--- config.mk ---
export PLATFORM = sky130hd
export DESIGN_NAME = barometric_pressure_compensation_unit
export DESIGN_NICKNAME = d
export VERILOG_FILES = /design/src/hw/rtl/bpc_pkg.sv /design/src/hw/rtl/bpc_mul.sv /design/src/hw/rtl/bpc_div.sv /design/src/hw/rtl/barometric_pressure_compensation_unit.sv
export VERILOG_INCLUDE_DIRS = /design/src /design/src/hw/rtl
export SDC_FILE = /design/constraint.sdc
export NUM_CORES = 2
export LEC_CHECK = 0
export BUFFER_PORTS_ARGS = -buffer_cell sky130_fd_sc_hd__buf_2
export CAP_MARGIN = 25
export CELL_PAD_IN_SITES_DETAIL_PLACEMENT = 1
export CELL_PAD_IN_SITES_GLOBAL_PLACEMENT = 1
export CORE_AREA = 3 3 365 367
export DETAILED_ROUTE_END_ITERATION = 12
export DIE_AREA = 0 0 368 370
export PLACE_DENSITY_LB_ADDON = 0.25
export SKIP_CTS_REPAIR_TIMING = 1
export SLEW_MARGIN = 20
export SYNTH_ARGS = -nofsm -noshare
export SYNTH_HDL_FRONTEND = slang
export SYNTH_SLANG_ARGS = --single-unit
--- constraint.sdc ---
create_clock -name clk -period 11.1 [get_ports clk]
set_input_delay 1.665 -clock clk [delete_from_list [all_inputs] [get_ports clk]]
set_output_delay 1.665 -clock clk [all_outputs]
set_load 0.03 [all_outputs]
--- src/hw/rtl/assert_macros.svh ---
// assertion macros used by the top-level rtl file
`ifndef ASSERT_MACROS_SVH
`define ASSERT_MACROS_SVH
`ifndef SYNTHESIS
`define BPC_ASSERT(lbl, clk_s, rstn_s, prop) \
    lbl: assert property (@(posedge clk_s) disable iff (!rstn_s) prop) \
        else $error("assertion failed");
`define BPC_ASSERT_ALWAYS(lbl, clk_s, prop) \
    lbl: assert property (@(posedge clk_s) prop) \
        else $error("assertion failed");
`else
`define BPC_ASSERT(lbl, clk_s, rstn_s, prop)
`define BPC_ASSERT_ALWAYS(lbl, clk_s, prop)
`endif
`endif

--- src/hw/rtl/bpc_pkg.sv ---
// shared widths and arithmetic helpers for the pressure compensation block
package bpc_pkg;

    localparam int DATA_W = 32;
    localparam int CNT_W  = $clog2(DATA_W + 1);
    localparam int RAW_W  = 19;
    localparam int CFG_W  = 64;
    localparam int IDX_W  = 2;

    localparam logic [IDX_W-1:0] REG_CALIB_A = 2'd0;
    localparam logic [IDX_W-1:0] REG_CALIB_B = 2'd1;
    localparam logic [IDX_W-1:0] REG_CALIB_C = 2'd2;
    localparam logic [IDX_W-1:0] REG_OSS     = 2'd3;

    typedef logic [DATA_W-1:0] word_t;

    typedef struct packed {
        logic  done;
        logic  busy;
    } div_status_t;

    function automatic word_t asr(input word_t a, input logic [4:0] k);
        return word_t'($signed(a) >>> k);
    endfunction

    // signed division by 2**k, truncating toward zero
    function automatic word_t sdiv_pow2(input word_t a, input logic [4:0] k);
        word_t bias;
        bias = a[DATA_W-1] ? ((word_t'(1) << k) - word_t'(1)) : '0;
        return asr(a + bias, k);
    endfunction

    function automatic word_t sx16(input logic [15:0] v);
        return {{(DATA_W-16){v[15]}}, v};
    endfunction

endpackage

--- src/hw/rtl/bpc_mul.sv ---
// shared 32 by 32 multiplier keeping the low word, registered
module bpc_mul (
    input  logic           clk,
    input  bpc_pkg::word_t a,
    input  bpc_pkg::word_t b,
    output bpc_pkg::word_t prod
);
    import bpc_pkg::*;

    word_t prod_reg;
    word_t prod_next;

    always_comb
    begin
        prod_next = word_t'(a * b);
    end

    always_ff @(posedge clk)
    begin
        prod_reg <= prod_next;
    end

    assign prod = prod_reg;

endmodule

--- src/hw/rtl/bpc_div.sv ---
// unsigned restoring divider, one quotient bit per cycle
module bpc_div (
    input  logic                clk,
    input  logic                rst_n,
    input  logic                start,
    input  bpc_pkg::word_t      dividend,
    input  bpc_pkg::word_t      divisor,
    output bpc_pkg::word_t      quotient,
    output bpc_pkg::div_status_t status
);
    import bpc_pkg::*;

    logic [CNT_W-1:0] cnt_reg, cnt_next;
    logic             busy_reg, busy_next;
    logic             done_reg, done_next;
    word_t            quo_reg, quo_next;
    word_t            rem_reg, rem_next;
    word_t            dsr_reg, dsr_next;
    logic [DATA_W:0]  shifted;
    logic [DATA_W:0]  diff;

    always_comb
    begin
        cnt_next  = cnt_reg;
        busy_next = busy_reg;
        done_next = 1'b0;
        quo_next  = quo_reg;
        rem_next  = rem_reg;
        dsr_next  = dsr_reg;
        shifted   = {rem_reg, quo_reg[DATA_W-1]};
        diff      = shifted - {1'b0, dsr_reg};
        if (start)
        begin
            quo_next  = dividend;
            rem_next  = '0;
            dsr_next  = divisor;
            cnt_next  = CNT_W'(DATA_W);
            busy_next = 1'b1;
        end
        else if (busy_reg)
        begin
            if (!diff[DATA_W])
            begin
                rem_next = diff[DATA_W-1:0];
                quo_next = {quo_reg[DATA_W-2:0], 1'b1};
            end
            else
            begin
                rem_next = shifted[DATA_W-1:0];
                quo_next = {quo_reg[DATA_W-2:0], 1'b0};
            end
            cnt_next = cnt_reg - CNT_W'(1);
            if (cnt_reg == CNT_W'(1))
            begin
                busy_next = 1'b0;
                done_next = 1'b1;
            end
        end
    end

    always_ff @(posedge clk or negedge rst_n)
    begin
        if (!rst_n)
        begin
            cnt_reg  <= '0;
            busy_reg <= 1'b0;
            done_reg <= 1'b0;
        end
        else
        begin
            cnt_reg  <= cnt_next;
            busy_reg <= busy_next;
            done_reg <= done_next;
        end
    end

    always_ff @(posedge clk)
    begin
        quo_reg <= quo_next;
        rem_reg <= rem_next;
        dsr_reg <= dsr_next;
    end

    assign quotient    = quo_reg;
    assign status.done = done_reg;
    assign status.busy = busy_reg;

endmodule

--- src/hw/rtl/barometric_pressure_compensation_unit.sv ---
// top level: sequencer, register file and output stage of the compensation unit
//
// usage
// - input stream s_*: one request per conversion; s_tuser holds the opcode and
//   s_tdata holds raw_value (bits 18:0); opcode 0 compensates temperature, 1 pressure
// - output stream m_*: one result per request; m_tdata holds the signed value and
//   m_tuser holds div_error
// - cfg_we/cfg_index/cfg_data write calib_a, calib_b, calib_c, oversampling
//   while the unit is idle
// - one shared multiplier and one radix-2 divider do all the work under a
//   sequencer; a zero divisor skips the divider and gives a zero result with
//   div_error set
// - one request is in flight at a time; s_tready is high only while idle, so
//   a new request is not accepted until the previous result leaves the sequencer
// - a finished result waits in the output register; a new request can be
//   accepted while it waits, and the next result holds in the sequencer
//   until the output register frees
// - reset clears calibration, oversampling and the stored b5 to zero
module barometric_pressure_compensation_unit (
    input  logic                       clk,
    input  logic                       rst_n,
    input  logic                       s_tvalid,
    output logic                       s_tready,
    input  logic                       s_tuser,   // opcode
    input  logic [23:0]                s_tdata,   // raw_value, zero pad
    output logic                       m_tvalid,
    input  logic                       m_tready,
    output logic [31:0]                m_tdata,   // value
    output logic                       m_tuser,   // div_error
    input  logic                       cfg_we,
    input  logic [bpc_pkg::IDX_W-1:0]  cfg_index,
    input  logic [bpc_pkg::CFG_W-1:0]  cfg_data
);
    import bpc_pkg::*;

    localparam logic [4:0] ST_IDLE = 5'd0;
    localparam logic [4:0] ST_T0   = 5'd1;
    localparam logic [4:0] ST_T1   = 5'd2;
    localparam logic [4:0] ST_T2   = 5'd3;
    localparam logic [4:0] ST_TDIV = 5'd4;
    localparam logic [4:0] ST_T3   = 5'd5;
    localparam logic [4:0] ST_P0   = 5'd6;
    localparam logic [4:0] ST_P1   = 5'd7;
    localparam logic [4:0] ST_P2   = 5'd8;
    localparam logic [4:0] ST_P3   = 5'd9;
    localparam logic [4:0] ST_P4   = 5'd10;
    localparam logic [4:0] ST_P5   = 5'd11;
    localparam logic [4:0] ST_P6   = 5'd12;
    localparam logic [4:0] ST_P7   = 5'd13;
    localparam logic [4:0] ST_P8   = 5'd14;
    localparam logic [4:0] ST_P9   = 5'd15;
    localparam logic [4:0] ST_P10  = 5'd16;
    localparam logic [4:0] ST_PDIV = 5'd17;
    localparam logic [4:0] ST_P11  = 5'd18;
    localparam logic [4:0] ST_P12  = 5'd19;
    localparam logic [4:0] ST_P13  = 5'd20;
    localparam logic [4:0] ST_P14  = 5'd21;
    localparam logic [4:0] ST_P15  = 5'd22;
    localparam logic [4:0] ST_DONE = 5'd23;

    localparam logic OP_TEMP  = 1'b0;

    logic [CFG_W-1:0]  calib_a_reg, calib_b_reg;
    logic [31:0]       calib_c_reg;
    logic [1:0]        oss_reg;
    word_t             ti_reg, ti_next;
    logic [4:0]        state_reg, state_next;
    logic [RAW_W-1:0]  raw_reg, raw_next;
    word_t             a_reg, a_next, b_reg, b_next, c_reg, c_next;
    word_t             res_reg, res_next;
    logic              err_reg, err_next;
    logic              neg_reg, neg_next;
    logic              out_valid_reg, out_valid_next;
    word_t             out_value_reg, out_value_next;
    logic              out_err_reg, out_err_next;

    word_t             ac1, ac2, ac3, ac4, ac5, ac6, cb1, cb2, mc, md;
    word_t             b6, raw_w, t_dvd, t_dsr, x3;
    word_t             mul_a, mul_b, mul_res;
    logic              div_start;
    word_t             div_dvd, div_dsr, div_quo;
    div_status_t       div_stat;
    logic              slot_free;

    assign ac1   = sx16(calib_a_reg[63:48]);
    assign ac2   = sx16(calib_a_reg[47:32]);
    assign ac3   = sx16(calib_a_reg[31:16]);
    assign ac4   = word_t'(calib_a_reg[15:0]);
    assign ac5   = word_t'(calib_b_reg[63:48]);
    assign ac6   = word_t'(calib_b_reg[47:32]);
    assign cb1   = sx16(calib_b_reg[31:16]);
    assign cb2   = sx16(calib_b_reg[15:0]);
    assign mc    = sx16(calib_c_reg[31:16]);
    assign md    = sx16(calib_c_reg[15:0]);
    assign b6    = ti_reg - word_t'(4000);
    assign raw_w = word_t'(raw_reg);
    assign t_dvd = mc << 11;
    assign t_dsr = a_reg + md;

    assign slot_free = !out_valid_reg || m_tready;
    assign s_tready  = (state_reg == ST_IDLE);

    bpc_mul u_mul (
        .clk  (clk),
        .a    (mul_a),
        .b    (mul_b),
        .prod (mul_res)
    );

    bpc_div u_div (
        .clk      (clk),
        .rst_n    (rst_n),
        .start    (div_start),
        .dividend (div_dvd),
        .divisor  (div_dsr),
        .quotient (div_quo),
        .status   (div_stat)
    );

    // multiplier operand selection
    always_comb
    begin
        mul_a = '0;
        mul_b = '0;
        unique case (state_reg)
            ST_T0:
            begin
                mul_a = raw_w - ac6;
                mul_b = ac5;
            end
            ST_P0:
            begin
                mul_a = b6;
                mul_b = b6;
            end
            ST_P2:
            begin
                mul_a = cb2;
                mul_b = a_reg;
            end
            ST_P3:
            begin
                mul_a = ac2;
                mul_b = b6;
            end
            ST_P4:
            begin
                mul_a = ac3;
                mul_b = b6;
            end
            ST_P5:
            begin
                mul_a = cb1;
                mul_b = a_reg;
            end
            ST_P7:
            begin
                mul_a = ac4;
                mul_b = c_reg + word_t'(32768);
            end
            ST_P8:
            begin
                mul_a = raw_w - b_reg;
                mul_b = word_t'(50000) >> oss_reg;
            end
            ST_P11:
            begin
                mul_a = asr(a_reg, 5'd8);
                mul_b = asr(a_reg, 5'd8);
            end
            ST_P12:
            begin
                mul_a = mul_res;
                mul_b = word_t'(3038);
            end
            ST_P13:
            begin
                mul_a = word_t'(-32'sd7357);
                mul_b = a_reg;
            end
            default:
            begin
                mul_a = '0;
                mul_b = '0;
            end
        endcase
    end

    // sequencer
    always_comb
    begin
        state_next     = state_reg;
        raw_next       = raw_reg;
        a_next         = a_reg;
        b_next         = b_reg;
        c_next         = c_reg;
        res_next       = res_reg;
        err_next       = err_reg;
        neg_next       = neg_reg;
        ti_next        = ti_reg;
        div_start      = 1'b0;
        div_dvd        = '0;
        div_dsr        = '0;
        x3             = '0;
        out_valid_next = out_valid_reg && !m_tready;
        out_value_next = out_value_reg;
        out_err_next   = out_err_reg;
        unique case (state_reg)
            ST_IDLE:
            begin
                if (s_tvalid)
                begin
                    raw_next   = s_tdata[RAW_W-1:0];
                    err_next   = 1'b0;
                    res_next   = '0;
                    state_next = (s_tuser == OP_TEMP) ? ST_T0 : ST_P0;
                end
            end
            ST_T0:
                state_next = ST_T1;
            ST_T1:
            begin
                a_next     = sdiv_pow2(mul_res, 5'd15);
                state_next = ST_T2;
            end
            ST_T2:
            begin
                if (t_dsr == '0)
                begin
                    err_next   = 1'b1;
                    res_next   = '0;
                    state_next = ST_DONE;
                end
                else
                begin
                    div_start  = 1'b1;
                    div_dvd    = t_dvd[DATA_W-1] ? (word_t'(0) - t_dvd) : t_dvd;
                    div_dsr    = t_dsr[DATA_W-1] ? (word_t'(0) - t_dsr) : t_dsr;
                    neg_next   = t_dvd[DATA_W-1] ^ t_dsr[DATA_W-1];
                    state_next = ST_TDIV;
                end
            end
            ST_TDIV:
            begin
                if (div_stat.done)
                begin
                    b_next     = neg_reg ? (word_t'(0) - div_quo) : div_quo;
                    state_next = ST_T3;
                end
            end
            ST_T3:
            begin
                ti_next    = a_reg + b_reg;
                res_next   = sdiv_pow2(a_reg + b_reg + word_t'(8), 5'd4);
                state_next = ST_DONE;
            end
            ST_P0:
                state_next = ST_P1;
            ST_P1:
            begin
                a_next     = asr(mul_res, 5'd12);
                state_next = ST_P2;
            end
            ST_P2:
                state_next = ST_P3;
            ST_P3:
            begin
                b_next     = asr(mul_res, 5'd11);
                state_next = ST_P4;
            end
            ST_P4:
            begin
                x3         = b_reg + asr(mul_res, 5'd11);
                b_next     = asr((((ac1 << 2) + x3) << oss_reg) + word_t'(2), 5'd2);
                state_next = ST_P5;
            end
            ST_P5:
            begin
                c_next     = asr(mul_res, 5'd13);
                state_next = ST_P6;
            end
            ST_P6:
            begin
                c_next     = asr(c_reg + asr(mul_res, 5'd16) + word_t'(2), 5'd2);
                state_next = ST_P7;
            end
            ST_P7:
                state_next = ST_P8;
            ST_P8:
            begin
                c_next     = mul_res >> 15;
                state_next = ST_P9;
            end
            ST_P9:
            begin
                a_next     = mul_res;
                state_next = ST_P10;
            end
            ST_P10:
            begin
                if (c_reg == '0)
                begin
                    err_next   = 1'b1;
                    res_next   = '0;
                    state_next = ST_DONE;
                end
                else
                begin
                    div_start  = 1'b1;
                    div_dvd    = a_reg[DATA_W-1] ? a_reg : (a_reg << 1);
                    div_dsr    = c_reg;
                    state_next = ST_PDIV;
                end
            end
            ST_PDIV:
            begin
                if (div_stat.done)
                begin
                    a_next     = a_reg[DATA_W-1] ? (div_quo << 1) : div_quo;
                    state_next = ST_P11;
                end
            end
            ST_P11:
                state_next = ST_P12;
            ST_P12:
                state_next = ST_P13;
            ST_P13:
            begin
                b_next     = asr(mul_res, 5'd16);
                state_next = ST_P14;
            end
            ST_P14:
            begin
                c_next     = b_reg + asr(mul_res, 5'd16) + word_t'(3791);
                state_next = ST_P15;
            end
            ST_P15:
            begin
                res_next   = a_reg + sdiv_pow2(c_reg, 5'd4);
                state_next = ST_DONE;
            end
            ST_DONE:
            begin
                if (slot_free)
                begin
                    out_valid_next = 1'b1;
                    out_value_next = res_reg;
                    out_err_next   = err_reg;
                    state_next     = ST_IDLE;
                end
            end
            default:
                state_next = ST_IDLE;
        endcase
    end

    always_ff @(posedge clk or negedge rst_n)
    begin
        if (!rst_n)
        begin
            calib_a_reg   <= '0;
            calib_b_reg   <= '0;
            calib_c_reg   <= '0;
            oss_reg       <= '0;
            ti_reg        <= '0;
            state_reg     <= ST_IDLE;
            out_valid_reg <= 1'b0;
        end
        else
        begin
            if (cfg_we)
            begin
                unique case (cfg_index)
                    REG_CALIB_A: calib_a_reg <= cfg_data;
                    REG_CALIB_B: calib_b_reg <= cfg_data;
                    REG_CALIB_C: calib_c_reg <= cfg_data[31:0];
                    REG_OSS:     oss_reg     <= cfg_data[1:0];
                    default:     oss_reg     <= oss_reg;
                endcase
            end
            ti_reg        <= ti_next;
            state_reg     <= state_next;
            out_valid_reg <= out_valid_next;
        end
    end

    always_ff @(posedge clk)
    begin
        raw_reg       <= raw_next;
        a_reg         <= a_next;
        b_reg         <= b_next;
        c_reg         <= c_next;
        res_reg       <= res_next;
        err_reg       <= err_next;
        neg_reg       <= neg_next;
        out_value_reg <= out_value_next;
        out_err_reg   <= out_err_next;
    end

    assign m_tvalid = out_valid_reg;
    assign m_tdata  = out_value_reg;
    assign m_tuser  = out_err_reg;

    `include "assert_macros.svh"

    `BPC_ASSERT(a_div_done_state, clk, rst_n, div_stat.done |-> (state_reg == ST_TDIV || state_reg == ST_PDIV))
    `BPC_ASSERT(a_out_from_done, clk, rst_n, $rose(m_tvalid) |-> $past(state_reg) == ST_DONE)
    `BPC_ASSERT(a_err_zero_value, clk, rst_n, (m_tvalid && m_tuser) |-> (m_tdata == 32'd0))

endmodule

Word level (Yosys, flattened, before mapping)

Index checks and enable logic that the tools add are counted.
Widths: inputs -> output; s select.

Memory bits (writable): 0
Bits of input ports: 96
Word-level logic and storage cells: 167
Bits in latches: 0
Register bits after elaboration: 518
Memories kept: 0
Memory bits (read-only): 0
Output and inout port bits: 35

Add/subtract/negate cells: 23
Eq/ne operators: 33
Mux-type cells: 54
Bitwise gates (word level): 2
Multiply operators: 1
$lt $le $gt $ge: 0
Shift operators: 2
Divide/modulo/power cells: 0
Reduce and logical (&&, ||, !) cells: 29

Operators by type and width:

| operator               | count |
|---|---|
| $mux 32                | 17 |
| $pmux 32 s4            | 3 |
| $pmux 32 s11           | 1 |
| $add 32x32->32         | 7 |
| $pmux 32 s7            | 1 |
| $pmux 32 s5            | 1 |
| $pmux 32 s2            | 2 |
| $pmux 5 s23            | 1 |
| $add 32x2->32 const B  | 2 |
| $add 32x4->32          | 2 |
| $logic_not 32->1       | 2 |
| $sub 1x32->32 const A  | 2 |
| $eq 5x4->1 const B     | 8 |
| $eq 5x5->1 const B     | 8 |
| $sub 33x32->33         | 1 |
| $add 32x12->32 const B | 1 |
| $add 32x15->32         | 1 |
| $add 32x16->32 const B | 1 |
| $add 32x4->32 const B  | 1 |
| $mul 32x32->32         | 1 |
| $shl 32x2->32          | 1 |
| $shr 16x2->32 const A  | 1 |
| $sub 19x32->32         | 1 |
| $sub 32x12->32 const B | 1 |
| other kinds (34)       | 77 |

Logic depth before layout (Yosys ltp)

Depth after elaboration: 5
Mapped depth: 45
Gate-level depth less buffers: 45

Hierarchy

Synthesis repeated with hierarchy kept, for this count alone.

Cells, all modules: 6646
Area, all modules: 60232.8 sq um

By module, submodules not included:

| module                                | area each (sq um) | sequential area each (sq um) | instances | cells each |
|---|---|---|---|---|
| barometric_pressure_compensation_unit | 37841.3           | 10470.0                      | 1         | 4336 |
| bpc_mul                               | 16405.7           | 640.6                        | 1         | 1739 |
| bpc_div                               | 5985.7            | 2762.6                       | 1         | 571 |

Worst setup path after synthesis

Ideal clock, no wire load.

Kind: reg-to-reg
From: register b_reg[0]
To: register u_mul.prod_reg[31] (netlist: u_mul.prod[31])
Required time: 10.979 ns
Arrival: 10.026 ns
Library setup time: 0.121 ns
Period minus slack after synthesis: 10.147 ns
Stages on the path, launching flop included: 44
Path buffers: 0
Path slack: 0.953 ns
Path through: edfxtp_1 > ha_1 > fa_1 > nor2b_1 > o31ai_1 > a211oi_1 > o21bai_1 > a31oi_1 > a21oi_1 > o311ai_0 > nand2_1 > xor2_1 > a211oi_1 > inv_1 > nand2_1 > fa_1 > fa_1 > inv_1 > [... 8 more ...] > fa_1 > xor2_1 > xnor2_1 > xnor2_1 > xnor2_1 > xnor2_1 > xnor2_1 > xnor2_1 > xnor2_1 > xnor2_1 > xnor2_1 > xnor3_1 > xnor2_1 > xnor2_1 > xnor2_1 > xnor2_1 > xnor2_1 > xnor2_1

Word-level cells in the longest chain between the ends: 3

RTL lines:

| item                    | line                                         | RTL |
|---|---|---|
| start, declared         | barometric_pressure_compensation_unit.sv:69  | `word_t a_reg, a_next, b_reg, b_next, c_reg, c_next;` |
| start signal, assigned  | barometric_pressure_compensation_unit.sv:391 | `b_reg <= b_next;` |
| $sub 19x32->32          | barometric_pressure_compensation_unit.sv:163 | `mul_a = raw_w - b_reg;` |
| $pmux 32 s11            | barometric_pressure_compensation_unit.sv:125 | `unique case (state_reg)` |
| $mul 32x32->32          | bpc_mul.sv:15                                | `prod_next = word_t'(a * b);` |
| net u_mul.prod_next[31] | bpc_mul.sv:11                                | `word_t prod_next;` |
| end signal, assigned    | bpc_mul.sv:20                                | `prod_reg <= prod_next;` |
| end, declared           | bpc_mul.sv:10                                | `word_t prod_reg;` |

The timed path passes the listed nets, and every way through them passes these cells.
A chain may end at the register's enable or synchronous reset.

Worst setup path after layout

From: register b_reg[1]
To: register u_mul.prod_reg[31] (netlist: u_mul.prod[31])

The elaborated chain is that of the path after synthesis.

==> out/metrics.csv <==
stage,metric,value,unit
place,Placer Congestion,1.054,
worst_setup_path,CP Max Fanout,6,
clock_network,CTS tree,yes,
floorplan,die footprint,136200,µm²
final_layout,Final #Nets,7651,
worst_setup_path,R2R setup slack,0.44,ns
drt,ANT nets after route,0,
synthesis,Synth async-reset ratio,40.15,%
grt,largest net degree at the start of global routing,138,
synthesis,"FF+latch count, synth",518,
drt,Remaining DRCs,0,
worst_setup_path,Required @ worst endpoint,11.69,ns
sta,Fin Hold WS,0.4185,ns
final_layout,post-route cell area,64690,µm²
final_layout,share of cells above drive strength 1,12.44,%
synthesis,Synth Area in Simple Gates,14.79,%
worst_setup_path,Critical Path Max Stage Delay,0.59,ns
sta,setup violators final,0,
synthesis,Compound-Gate Fraction of Synth Area,16.00,%
drt,Via density,6.270,
clock_network,clock root buffer,clkbuf_16,
grt,vias in the first global route,54070,
drt,drt wl/cell,30.54,µm
worst_setup_path,Setup crit end kind,flop,
worst_setup_path,reg2reg end,u_mul.prod[31],
synthesis,"Cell Area, Synth",58370,µm²
worst_setup_path,CP arrival,11.25,ns
floorplan,Core Region,129800,µm²
sta,Layout Skew,0.02818,ns
sta,f_max,93.84,MHz
min_path,hold crit path type,reg2reg,
clock_network,clk_lat worst skew,0.67,ns
synthesis,Synth Flop Type,edfxtp_1,
synthesis,Post-synth EDFFs,246,
clock_network,cts bufs inserted,67,
worst_setup_path,reg2reg start,b_reg[1],
grt,initial antenna violation count,21,
sta,Worst-Margin Slew,1.164,ns
outcome,outcome,finished clean,
synthesis,main combinational cell family by area after synthesis,adder cells,
worst_setup_path,FF-to-FF path depth,40,
floorplan,Die Width,368,µm
synthesis,Synth Area in XOR/XNOR,7.952,%
floorplan,Initial Util,44.97,%
synthesis,Yosys Warn Count,0,
floorplan,die extent in y,370,µm
sta,Slew HR,22.42,%
sta,"Slew Viols, Final",0,
worst_setup_path,most frequent CP cell,xnor2_1,
sta,minimum clock period,10.66,ns
sta,"Period Utilization, post-route",96.00,%
sta,RSZ-0062 raised after global routing,yes,
grt,total gr overflow,0,
synthesis,Synth top area share,15.30,%
worst_setup_path,"Worst Path Class, Setup",reg2reg,
worst_setup_path,CP max stage cell,fa_1,
drt,Routed WL,258.3,mm
synthesis,sequential fraction of the synthesis area,23.77,%
final_layout,Layout area overhead,10.82,%
place,Placed Area,62210,µm²
place,I/O Buffers,125,
synthesis,synth unique cells,125,
drt,Iter 0 DRT Violations,6003,
job,max cap viols,0,
synthesis,syn_area_per_cell,9.015,µm²
grt,first-pass GRT wire length,372.3,mm
synthesis,total nets after synthesis,7485,
final_layout,sequential cell area,13880,µm²
sta,final hold vios,0,
clock_network,clock sinks,518,
synthesis,Synth Area in Adders,25.33,%
drt,DRT Pass-1 Iters,10,
synthesis,Cells after Synth,6475,
floorplan,Core Rows,132,
clock_network,clock slew at reported path FFs,0.06,ns
drt,via count,53020,
floorplan,io pins,131,
worst_setup_path,worst setup path end,u_mul.prod[31],
final_layout,fill count,15080,
grt,total global routing track utilization,37.44,%
clock_network,Bufs on Longest Clock Path,3,
worst_setup_path,CP startpoint kind,flop,
synthesis,synth top area cells,"fa_1 (15%), edfxtp_1 (13%), ha_1 (10%)",
synthesis,mux cell area share after synthesis,5.669,%
synthesis,leading area contributor after synthesis,fa_1,
place,DP HPWL,205.5,mm
worst_setup_path,CP Launch Point,b_reg[1],
clock_network,H-tree Lvls,3,
final_layout,multi-input gate area in the final layout,40950,µm²
==> per-layer routing <==
metal	vias up	global-route usage, %	routed length [µm]
li1	22820	-	-
met2	2580	55.33	108400
met5	-	0.7835	227
met1	27020	50.24	106700
met4	14	18.27	15250
met3	582	10.60	27720
==> stage by stage <==
step,worst slack [ns],util (%),cells,setup TNS (ns)
4_1_cts,0.1148,49.65,8426,0
6_report,0.4441,49.84,8456,0
3_3_place_gp,0.1978,47.90,8300,0
2_1_floorplan,0.9532,-,6475,0
5_1_grt,-0.03233,49.81,8442,-0.03233
3_5_place_dp,0.1370,47.92,8303,0
==> placed cells by master (no fill, tap or decap), types with 29 or more instances in the layout <==
| master | count |
|---|---|
| a211oi_1 | 37 |
| a21o_1 | 106 |
| a21oi_1 | 297 |
| a222oi_1 | 44 |
| a22o_1 | 29 |
| a22oi_1 | 70 |
| a31oi_1 | 30 |
| and2_1 | 47 |
| and3_1 | 36 |
| buf_2 | 124 |
| buf_4 | 263 |
| clkbuf_16 | 68 |
| dfrtp_1 | 205 |
| dfxtp_1 | 62 |
| edfxtp_1 | 246 |
| fa_1 | 444 |
| ha_1 | 467 |
| inv_1 | 685 |
| mux2_2 | 181 |
| mux2i_1 | 118 |
| nand2_1 | 682 |
| nand2b_1 | 97 |
| nand3_1 | 123 |
| nand4_1 | 36 |
| nor2_1 | 451 |
| nor2b_1 | 46 |
| nor3_1 | 95 |
| nor4_1 | 29 |
| o211ai_1 | 59 |
| o21a_1 | 36 |
| o21ai_0 | 292 |
| o21bai_1 | 44 |
| o221ai_1 | 34 |
| o22ai_1 | 39 |
| o31ai_1 | 34 |
| or3_1 | 36 |
| xnor2_1 | 341 |
| xor2_1 | 179 |
==> cells in the mapped netlist (all sizes together) (102+ instances only) <==
master and count:
xor2 180, nor2 469, fa 446, xnor2 344, mux2 181, a21oi 303, nand3 123, edfxtp 246
inv 686, o21ai 314, dfrtp 208, nand2 683, mux2i 118, ha 468, nor3 102, clkbuf 262
a21o 106
==> worst min path at each step <==
stage                start          end  slack [ns]  cells past startpoint
3_5_place_dp   res_reg[27]  m_tdata[27]        0.41                      0
5_1_grt         res_reg[6]   m_tdata[6]        0.42                      0
6_report       res_reg[13]  m_tdata[13]        0.42                      0
4_1_cts        res_reg[13]  m_tdata[13]        0.42                      0
2_1_floorplan   res_reg[0]   m_tdata[0]        0.40                      0
3_3_place_gp   res_reg[23]  m_tdata[23]        0.40                      0
==> logic make-up (layout without fill, tap and decap cells) <==
family	Yosys count	count (layout)
other cells	0	19
mux	303	303
flops	518	518
fa+ha+maj	914	914
buf+inv	988	1208
xor+xnor	526	526
simple gates	1841	1841
compound gates	1385	1385
==> cell type report <==
cell class / count / area share, %
inverter: 686 / 3.980
clock inverter: 33 / 0.6382
clock buffer: 90 / 2.835
tap: 1742 / 3.369
timing repair buffer: 399 / 4.344
sequential: 518 / 21.45
antenna: 19 / 0.07349
multi-input combinational: 4969 / 63.31
==> worst max-delay path, delay by kind of cell, from the launching register on <==
family	cells	cell delay, ns
compound gates	8	2.05
xor+xnor	18	3.11
fa+ha+maj	9	4.23
buf+inv	2	0.38
flops	1	0.49
simple gates	3	0.33
Power is left out: the tool's default activity adds up to more than one toggle a clock period on the data nets, which glitch-free logic cannot reach.
